File: src/rtl/ixs_pkg.sv
// Shared types and constants for the index record sorter.
// Used by ixs_cell and index_record_sorter; no dependencies.
package ixs_pkg;

  localparam int Depth = 64;
  localparam int CntW  = $clog2(Depth + 1);
  localparam int KeyW  = 32;
  localparam int AddrW = 31;

  typedef struct packed {
    logic signed [KeyW-1:0] key;
    logic [AddrW-1:0]       address;
  } rec_t;

  typedef struct packed {
    logic load_left;
    logic load_new;
    logic load_right;
  } cell_ctrl_t;

  typedef enum logic {
    ST_LOAD,
    ST_DRAIN
  } state_e;

endpackage

File: src/rtl/ixs_cell.sv
// One slot of the sorting chain: holds a record, compares it to the incoming key,
// and loads from its left or right neighbor or from the incoming item.
// Depends on ixs_pkg.
module ixs_cell (
  input  logic              clk_i,
  input  ixs_pkg::cell_ctrl_t ctrl_i,
  input  logic              occ_i,
  input  ixs_pkg::rec_t     left_i,
  input  ixs_pkg::rec_t     right_i,
  input  ixs_pkg::rec_t     new_i,
  output logic              gt_o,
  output ixs_pkg::rec_t     rec_o
);

  ixs_pkg::rec_t rec_d, rec_q;

  always_comb begin
    rec_d = rec_q;
    if (ctrl_i.load_right) begin
      rec_d = right_i;
    end else if (ctrl_i.load_left) begin
      rec_d = left_i;
    end else if (ctrl_i.load_new) begin
      rec_d = new_i;
    end
  end

  always_ff @(posedge clk_i) begin
    rec_q <= rec_d;
  end

  // held key strictly above the new one: the new item goes in front of this cell
  assign gt_o  = occ_i && ($signed(rec_q.key) > $signed(new_i.key));
  assign rec_o = rec_q;

endmodule

File: config.mk
export PLATFORM = sky130hd
export DESIGN_NAME = ixs_cell
export DESIGN_NICKNAME = d
export VERILOG_FILES = /design/src/rtl/ixs_pkg.sv /design/src/rtl/ixs_cell.sv
export SDC_FILE = /design/constraint.sdc
export NUM_CORES = 1
export LEC_CHECK = 0
export BUFFER_PORTS_ARGS = -buffer_cell sky130_fd_sc_hd__buf_2
export CAP_MARGIN = 20
export CORE_AREA = 2 2 101 103
export CTS_BUF_LIST = sky130_fd_sc_hd__clkbuf_8
export CTS_CLUSTER_SIZE = 16
export DETAILED_ROUTE_END_ITERATION = 10
export DIE_AREA = 0 0 103 105
export MAX_ROUTING_LAYER = met4
export PLACE_DENSITY = 0.79
export SYNTH_ARGS = -nofsm -noshare
export SYNTH_HDL_FRONTEND = slang
export SYNTH_SLANG_ARGS = --single-unit
File: constraint.sdc
create_clock -name clk_i -period 3.6 [get_ports clk_i]
set_input_delay 0.18 -clock clk_i [delete_from_list [all_inputs] [get_ports clk_i]]
set_output_delay 0.18 -clock clk_i [all_outputs]
set_load 0.03 [all_outputs]
[Word level (Yosys, flattened, before mapping)]
Index checks and enable logic that the tools add are counted.
Operators by class
  mux-type cells: 3
  order comparisons: 1
  reduce and logical (&&, ||, !) cells: 2
Operators with widths (number)
  $mux 63: 3
  $gt 32x32->1: 1
  $reduce_bool 3->1: 1
  $logic_and 1x1->1: 1
Storage, ports and cells
  bits of input ports: 194
  logic and storage cells: 8
  register bits: 63
  output and inout port bits: 64

[Longest topological paths before layout]
Gate-level depths: netlist of run 1.
  word-level depth: 3
  gate-level depth with buffers: 8
  gate-level depth less buffers: 8

[Worst setup path after synthesis of run 1]
Ideal clock, no wire load.
  path kind: input to register
  start point: input ctrl_i[0] in the netlist's numbering
  end point: register rec_q, in the netlist rec_o[0] (enable)
  buffers on the path: 2
  data required time: 3176 ps
  path slack: 1067 ps
  arrival: 2109 ps
  library setup time: 424 ps
  stages: 3
  cells stage by stage: clkbuf_1 clkbuf_1 or3_1
On the way
  longest elaborated chain between the ends: 1
RTL lines
  from (decl): line ixs_cell.sv:6  | input ixs_pkg::cell_ctrl_t ctrl_i,
  $reduce_bool 3->1 (no source line)
  to (signal assigned): line ixs_cell.sv:29  | rec_q <= rec_d;
  to (decl): line ixs_cell.sv:15  | ixs_pkg::rec_t rec_d, rec_q;
No other way between the ends.
A chain may end at the register's enable or synchronous reset.

[Worst setup path in the final report of run 1]
  start point: register rec_q, in the netlist rec_o[45]
  end point: output gt_o
On the way
  longest elaborated chain between the ends: 2
RTL lines
  $gt 32x32->1: line ixs_cell.sv:33  | assign gt_o = occ_i && ($signed(rec_q.key) > $signed(new_i.key));
  $logic_and 1x1->1: line ixs_cell.sv:33
  to (decl): line ixs_cell.sv:11  | output logic gt_o,
No other way between the ends.

==> results of run 1 <==
==> per-stage QoR <==
stage / power [mW] / cell area, um^2 / hold WS [ns]
floorplan: 1.35 / 4020 / 0.367
global placement: 1.58 / 5410 / 0.459
detailed placement: 1.60 / 5410 / 0.461
CTS: 2.09 / 5550 / 0.0943
global route: 2.18 / 5550 / 0.109
finish: 2.07 / 5550 / 0.119
==> synth_stat cells (all sizes together), types with 2 or more instances <==
| library cell | instances | share of area, % |
|---|---|---|
| o21ai | 64 | 8.0 |
| buf | 7 | 0.87 |
| nand3 | 3 | 0.37 |
| inv | 34 | 3.2 |
| ha | 32 | 10 |
| clkbuf | 14 | 1.3 |
| edfxtp | 63 | 47 |
| nor2b | 2 | 0.31 |
| nor4 | 2 | 0.31 |
| nand2 | 69 | 6.4 |
| nor2 | 2 | 0.19 |
| nand4 | 7 | 1.1 |
| a21o | 5 | 0.97 |
| mux2i | 64 | 16 |
| a21oi | 11 | 1.7 |
==> layout by cell type (no fill, tap or decap) <==
master / n
mux2i_1: 64
clkinv_1: 2
clkbuf_8: 9
inv_1: 36
nor4_1: 2
a21oi_1: 10
a221o_1: 1
nand2_1: 69
nor2_1: 2
a41o_1: 1
nand3_1: 3
nand4_1: 7
buf_4: 5
edfxtp_1: 63
ha_1: 32
a2111oi_2: 1
o21ai_0: 64
clkinv_2: 1
a21oi_4: 1
a21boi_1: 1
o211ai_1: 1
nor2b_1: 2
a21o_1: 4
or3_2: 1
o221ai_2: 1
nand2b_1: 1
o31ai_1: 1
buf_2: 255
o21a_1: 1
a21o_2: 1
==> cells by family (layout without fill, tap and decap cells) <==
logic type | count (synthesis) | count (layout) | synth area share (%)
mux | 64 | 64 | 16.0
compound gates | 88 | 88 | 12.6
simple gates | 87 | 87 | 9.03
fa+ha+maj | 32 | 32 | 9.97
buf+inv | 55 | 308 | 5.36
flops | 63 | 63 | 47.1
==> area by class of cell <==
cell class	count	area (um^2)
fill	896	4090
multi-input combinational	271	1910
sequential	63	1890
timing repair buffer	260	1310
tap	133	166
inverter	34	128
clock buffer	9	124
clock inverter	5	20.0
==> worst min path at each step <==
stage / from / end / cells past startpoint
2_1_floorplan: right_i[60] / rec_o[60]$_DFFE_PP_ / 2
3_3_place_gp: right_i[56] / rec_o[56]$_DFFE_PP_ / 3
3_5_place_dp: right_i[57] / rec_o[57]$_DFFE_PP_ / 3
4_1_cts: right_i[57] / rec_o[57]$_DFFE_PP_ / 3
5_1_grt: right_i[3] / rec_o[3]$_DFFE_PP_ / 3
6_report: right_i[57] / rec_o[57]$_DFFE_PP_ / 3
==> routing by layer <==
metal	share of wire, %	global-route usage [%]	vias up
met5	0	-	-
met2	53	36.3	157
met1	39	21.5	1690
li1	-	-	1901
met3	6.6	5.22	21
met4	2.1	7.14	0
==> worst max-delay path, cell delays in order (launching register included) <==
cell	delay, ns
edfxtp_1	0.39
ha_1	0.33
nand4_1	0.14
nor4_1	0.42
a21boi_1	0.26
o31ai_1	0.11
nand2_1	0.12
mux2i_1	0.22
buf_2	0.23
==> power by group through the flow <==
stage               registers, mW  clock network [mW]  logic [mW]
finish                      0.939               0.481       0.646
global route                0.949               0.529       0.706
floorplan                    1.13                   0       0.226
detailed placement          0.955                   0       0.650
CTS                         0.940               0.498       0.653
global placement            0.948                   0       0.636
==> run metrics, run 1 <==
max-slew violation count=0; total track usage=20.4%; CTS buffer count=9; Final Setup Violations=0; hpwl dp=8.68 mm; Via density=4.86; Root Driver=clkbuf_8; Post-CTS Resized=0; layout cell share with drive strength beyond 1=42.8%; GPL Wtd Cong=0.828; WL per Instance=14.0 um; Post-synth EDFFs=63; core area=9640 um^2; RSZ-0062 raised after global routing=no; Post-synth top flop=edfxtp_1; Internal Power=1.38 mW; synthesized flop and latch total=63; GR Overflow Total=0; DRC=0; Finished Core Util=57.6%; I/O Pins=258; crit path launch type=flip-flop; class of the worst hold path=in -> reg; Syn. warnings=0; Switch Pwr=682 uW; Die ar.=10800 um^2; fin crit share=75.8%; I/O Buffers=257; Worst Setup EP=gt_o; final worst slack=0.871 ns; clock share of power=23.3%; sequential share of the synthesized area=47.1%; CP Launch Point=rec_o[45]$_DFFE_PP_; clock-pin slew on the worst setup and hold paths=0.07 ns; Post-CTS Setup Inserts=0; status=finished, final reports clean; crit path DAT=2.55 ns; # nets final=865; Crit Path Max Fanout=3; Power Dens Cells=372 nW/um^2; CP Capture Type=output pin; WS Path Type=reg -> out; die height=105 um; Die Wd=103 um; syn_nets=615; crit path time final=2.73 ns; drt first pass iters=4; H-Tree Depth=3; sw frac=33.0%; Initial Util=41.7%; Lkg Pwr=2.93 nW; Starting DRT DRC Count=146; pre-CTS setup slack=1.24 ns; final hold violations=0; Sink Count=63; number of global-route vias before repair=3755; Syn Inst Count=389; Max-slew headroom=30.6%; setup TNS=0 ns; CTS Buffer Depth=2; Required @ worst endpoint=3.42 ns; Max Fclk=0.366 GHz; Worst-Margin Slew=1.04 ns; Async SR Flop Fraction=0%; CTS Hold Bufs=0; # rows=36; area delta synth->final=38.3%; number of diodes=0; Final Non-Filler Cells=775; Reg power frac=45.4%; CTS tree=done; Distinct cells, synth=27; Mapped Area=4020 um^2; number of max-cap violations=0; largest net degree at the start of global routing=127; Avg Inst Size Synth=10.3 um^2; Largest register FFs=63; global-route wire length before repair=16.6 mm; initial antenna violation count=0; Logic pwr share=31.3%; Max rail drop VDD=0.000236 V; dpl cells=761; drt total wl=10.8 mm; routed vias=3769; Post-DRT Antenna Nets=0
No activity file was read; power rests on OpenSTA's default activity.
==> run 2, diff against run 1 <==
CORE_AREA = unset   (was 2 2 101 103)
CORE_ASPECT_RATIO = 1.75   (was unset)
CORE_MARGIN = 2   (was unset)
CORE_UTILIZATION = 40   (was unset)
DIE_AREA = unset   (was 0 0 103 105)
clock period = 2.4 ns   (was 3.6 ns; I/O delays follow)
==> run metrics, run 2 (synthesis gave the netlist of run 1 again) <==
status=complete, but fails checks (was finished, final reports clean); failing checks=setup timing; total track usage=21.0% (was 20.4%); delay of the slowest critical-path stage=0.43 ns (was 0.42 ns); pre-CTS setup slack=0.0211 ns (was 1.24 ns); dpl cells=754 (was 761); initial antenna violation count=1 (was 0); crit path DAT=2.43 ns (was 2.55 ns); Max rail drop VDD=0.000326 V (was 0.000236 V); routed vias=3867 (was 3769); slowest cell on the critical path=edfxtp_1 (was nor4_1); drt first pass iters=4 (unchanged); Power Dens Cells=560 nW/um^2 (was 372 nW/um^2); Worst-Margin Slew=0.510 ns (was 1.04 ns); GR Overflow Total=0 (unchanged); Reg power frac=44.0% (was 45.4%); Die Wd=79.7 um (was 103 um); CTS Buffer Depth=2 (unchanged); clock-pin slew on the worst setup and hold paths=0.07 ns (about the same); Sink Count=63 (unchanged); final worst slack=-0.151 ns (was 0.871 ns); class of the worst hold path=in -> reg (unchanged); fin crit share=106%; Die ar.=10900 um^2 (was 10800 um^2); Via density=4.98 (was 4.86); Post-DRT Antenna Nets=0 (unchanged); Switch Pwr=1.08 mW (was 682 uW); GPL Wtd Cong=0.873 (was 0.828); # nets final=871 (was 865); # rows=48 (was 36); Final Setup Violations=1 (was 0); CP cell instances=ha_4 > nand4_1 > buf_4 > nor4_4 > a21boi_2 > o31ai_2 > nand2_1 > mux2i_2 > buf_4 (was ha_1 > nand4_1 > nor4_1 > a21boi_1 > o31ai_1 > nand2_1 > mux2i_1 > buf_2); Final Non-Filler Cells=776 (was 775); RSZ-0062 raised after global routing=yes (was no); H-Tree Depth=3 (unchanged); I/O Pins=258 (unchanged); clock share of power=23.8% (was 23.3%); global-route wire length before repair=16.9 mm (was 16.6 mm); DRC=0 (unchanged); Largest register FFs=63 (unchanged); CP Capture Type=output pin (unchanged); Max Fclk=0.392 GHz; Initial Util=40.8% (was 41.7%); WS Path Type=reg -> out (unchanged); Logic pwr share=32.2% (was 31.3%); crit path time final=2.55 ns; number of max-cap violations=0 (unchanged); placed cell area=5440 um^2 (was 5410 um^2); number of global-route vias before repair=3769 (was 3755); Tot Pwr=3.20 mW (was 2.07 mW); crit path launch type=flip-flop (unchanged); commonest non-fill, non-tap cells in the layout=buf_2 (254), nand2_1 (69), mux2i_1 (63), o21ai_0 (63), edfxtp_1 (63) (was buf_2 (255), nand2_1 (69), mux2i_1 (64), o21ai_0 (64), edfxtp_1 (63)); post-layout instance area=5720 um^2 (was 5550 um^2); hold depth=3 (unchanged); CTS tree=done (unchanged); WL per Instance=15.1 um (was 14.0 um); commonest non-fill, non-tap cell in the layout=buf_2 (unchanged); Starting DRT DRC Count=153 (was 146); CP dominant cell by count=buf_4; sw frac=33.8% (was 33.0%); Crit Path Max Fanout=3 (unchanged); die height=137 um (was 105 um); Root Driver=clkbuf_8 (unchanged); Finished Core Util=58.0% (was 57.6%); hold_ws=0.0659 ns (was 0.119 ns); layout cell share with drive strength beyond 1=45.2% (was 42.8%); Required @ worst endpoint=2.28 ns (was 3.42 ns); I/O Buffers=257 (unchanged); core area=9850 um^2 (was 9640 um^2); CTS buffer count=9 (unchanged); drt total wl=11.7 mm (was 10.8 mm); largest net degree at the start of global routing=127 (unchanged); CTS Hold Bufs=0 (unchanged); hpwl dp=9.47 mm (was 8.68 mm); area delta synth->final=42.3% (was 38.3%); Max-slew headroom=66.0% (was 30.6%); Internal Power=2.12 mW (was 1.38 mW); max-slew violation count=0 (unchanged); final hold violations=0 (unchanged); Lkg Pwr=2.98 nW (was 2.93 nW); setup TNS=-0.151 ns (was 0 ns)
## run 2: changes by cell type in the layout (fill, tap and decap cells not counted), moves of 2 or more
cell        delta
buf_4          +5
clkinvlp_4     +3
buf_12         +2
clkinv_1       -2
clkinv_2       +2
ha_1           -2
ha_4           +2
nor4_1         -2
## run 2: layout make-up
class | count | area, um^2
Fill cell | 881 | 4130
Multi-Input combinational cell | 271 | 1990
Sequential cell | 63 | 1890
Timing Repair Buffer | 266 | 1390
Tap cell | 125 | 156
Inverter | 34 | 128
Clock buffer | 9 | 124
Clock inverter | 7 | 41.3
Antenna cell | 1 | 2.50
## run 2: metal layers
| metal | vias to the layer above | track usage [%] | wire length (um) |
|---|---|---|---|
| met5 | - | - | 0 |
| met4 | 0 | 10.5 | 393 |
| met3 | 29 | 4.16 | 663 |
| met2 | 181 | 39.7 | 6390 |
| met1 | 1734 | 19.6 | 4240 |
| li1 | 1923 | - | - |
## run 2: final timing paths
check | startpoint | to | slack, ns
max | rec_o[45]$_DFFE_PP_ | gt_o | -0.15
min | right_i[6] | rec_o[6]$_DFFE_PP_ | 0.07
## run 2: what timing repair did
item | 4_1_cts | 5_1_grt
buffers inserted | 3 | 2
setup endpoints to repair | 1 | 1
resized for setup | 8 | 3
gates cloned | 0 | 0
pin swaps | 4 | 4
## run 2: power groups by stage
stage | logic [mW] | registers, mW | clock network (mW)
after global placement | 0.976 | 1.42 | 0
after CTS | 1.03 | 1.41 | 0.799
after floorplan | 0.342 | 1.69 | 0
after detailed placement | 1.00 | 1.43 | 0
after global routing | 1.11 | 1.42 | 0.838
final | 1.03 | 1.41 | 0.763
## run 2: critical path: cells and delay by family (launching register included)
kind                     cells  cell delay, ns
AO/OA/AOI/OAI                2            0.31
AND/OR/NAND/NOR              3            0.51
buffers and inverters        2            0.34
flip-flops                   1            0.43
multiplexers                 1            0.20
adder cells (fa/ha/maj)      1            0.30
==> run 3, diff against run 2 <==
MAX_ROUTING_LAYER = unset   (was met4)
TNS_END_PERCENT = 10   (was unset)
==> run metrics, run 3 (synthesis gave the netlist of run 1 again) <==
status=complete, but fails checks (unchanged); failing checks=setup timing (unchanged); max-slew violation count=0 (unchanged); drt total wl=12.0 mm (was 11.7 mm); layout cell share with drive strength beyond 1=45.4% (was 45.2%); hold depth=3 (unchanged); largest net degree at the start of global routing=64 (was 127); Initial Util=40.8% (unchanged); CTS tree=done (unchanged); final worst slack=-0.0194 ns (was -0.151 ns); I/O Buffers=257 (unchanged); number of diodes=0 (was 1); CTS buffer count=9 (unchanged); hold_ws=0.0639 ns (was 0.0659 ns); number of global-route vias before repair=3963 (was 3769); Sink Count=63 (unchanged); # rows=48 (unchanged); Max Fclk=0.413 GHz (was 0.392 GHz); dpl cells=755 (was 754); hold path startpoint=right_i[6] (unchanged); WS Path Type=reg -> out (unchanged); WL per Instance=15.5 um (was 15.1 um); commonest non-fill, non-tap cell in the layout=buf_2 (unchanged); Max-slew headroom=45.0% (was 66.0%); Max rail drop VDD=0.000304 V (was 0.000326 V); global-route wire length before repair=17.7 mm (was 16.9 mm); CTS Hold Bufs=0 (unchanged); commonest non-fill, non-tap cells in the layout=buf_2 (254), nand2_1 (69), mux2i_1 (64), o21ai_0 (64), edfxtp_1 (63) (was buf_2 (254), nand2_1 (69), mux2i_1 (63), o21ai_0 (63), edfxtp_1 (63)); Final Non-Filler Cells=772 (was 776); crit path DAT=2.30 ns (was 2.43 ns); post-layout instance area=5770 um^2 (was 5720 um^2); die height=137 um (unchanged); DRC=0 (unchanged); slowest cell on the critical path=edfxtp_1 (unchanged); Required @ worst endpoint=2.28 ns (about the same); # nets final=868 (was 871); Tot Pwr=3.41 mW (was 3.20 mW); Root Driver=clkbuf_8 (unchanged); crit path time final=2.42 ns (was 2.55 ns); pre-CTS setup slack=0.188 ns (was 0.0211 ns); routed vias=3859 (was 3867); class of the worst hold path=in -> reg (unchanged); CP cell instances=ha_4 > nand4_1 > nor4_2 > a21boi_2 > o31ai_2 > nand2_1 > mux2i_1 > buf_4 (was ha_4 > nand4_1 > buf_4 > nor4_4 > a21boi_2 > o31ai_2 > nand2_1 > mux2i_2 > buf_4); Via density=5.00 (was 4.98); core area=9850 um^2 (unchanged); Starting DRT DRC Count=98 (was 153); Worst Hold End=rec_o[6]$_DFFE_PP_ (unchanged); GR Overflow Total=0 (unchanged); fin crit share=101% (was 106%); crit path launch type=flip-flop (unchanged); Die Wd=79.7 um (unchanged); GPL Wtd Cong=0.809 (was 0.873); area delta synth->final=43.7% (was 42.3%); CP Capture Type=output pin (unchanged); Crit Path Max Fanout=2 (was 3); initial antenna violation count=0 (was 1); CP top delay family=simple AND/OR/NAND/NOR gates (unchanged); placed cell area=5430 um^2 (was 5440 um^2); clock-pin slew on the worst setup and hold paths=0.07 ns (about the same); RSZ-0062 raised after global routing=yes (unchanged); drt first pass iters=4 (unchanged); CTS Buffer Depth=2 (unchanged); Worst Path Buf+Inv=1 (was 2); Die ar.=10900 um^2 (unchanged); Largest register FFs=63 (unchanged); Power Dens Cells=591 nW/um^2 (was 560 nW/um^2); H-Tree Depth=3 (unchanged); delay of the slowest critical-path stage=0.43 ns (about the same); Lkg Pwr=2.98 nW (about the same); hpwl dp=9.41 mm (was 9.47 mm); Final Setup Violations=1 (unchanged); Post-DRT Antenna Nets=0 (unchanged); Worst-Margin Slew=0.825 ns (was 0.510 ns); setup TNS=-0.0194 ns (was -0.151 ns); total track usage=21.4% (was 21.0%); I/O Pins=258 (unchanged); Finished Core Util=58.6% (was 58.0%); final hold violations=0 (unchanged); number of max-cap violations=0 (unchanged)
==> run 3: changes by cell type in the layout (fill, tap and decap cells not counted), moves of 2 or more <==
cell,before,now
ha_1,30,24
ha_4,2,8
clkinvlp_4,3,0
buf_4,10,8
bufinv_16,0,2
clkinv_1,0,2
clkinv_2,3,1
==> run 3: worst max path at each step <==
stage / cells after the start / to / from
final: 8 / gt_o / rec_o[41]$_DFFE_PP_
after global routing: 8 / gt_o / rec_o[41]$_DFFE_PP_
after CTS: 8 / gt_o / rec_o[48]$_DFFE_PP_
after detailed placement: 8 / gt_o / rec_o[48]$_DFFE_PP_
after global placement: 9 / gt_o / rec_o[62]$_DFFE_PP_
after floorplan: 7 / gt_o / rec_o[48]$_DFFE_PP_
==> run 3: what timing repair did <==
action	in CTS	in global routing
buffers inserted	1	0
pin swaps	8	2
gates resized for setup	13	2
endpoints found under the setup margin	1	1
gates cloned	0	0
==> run 3: area by class of cell <==
cell class	count	area, um^2
Sequential cell	63	1890
Fill cell	846	4080
Clock buffer	9	124
Timing Repair Buffer	263	1350
Multi-Input combinational cell	271	2040
Clock inverter	7	80.1
Inverter	34	128
Tap cell	125	156
==> run 3: power by group <==
part | leakage (nW) | internal (mW) | switching, mW | total, mW
logic | 2.20 | 0.401 | 0.631 | 1.03
registers | 0.666 | 1.36 | 0.0540 | 1.41
clock network | 0.111 | 0.569 | 0.398 | 0.967
==> run 3: metal layers <==
layer | vias to the layer above | wire [um] | part of all wire (%) | global-route usage (%)
li1 | 1908 | - | - | -
met1 | 1735 | 4270 | 36 | 21.1
met2 | 190 | 6470 | 54 | 39.7
met3 | 26 | 846 | 7.1 | 5.94
met4 | 0 | 365 | 3.1 | 11.0
met5 | - | 0 | 0 | 0
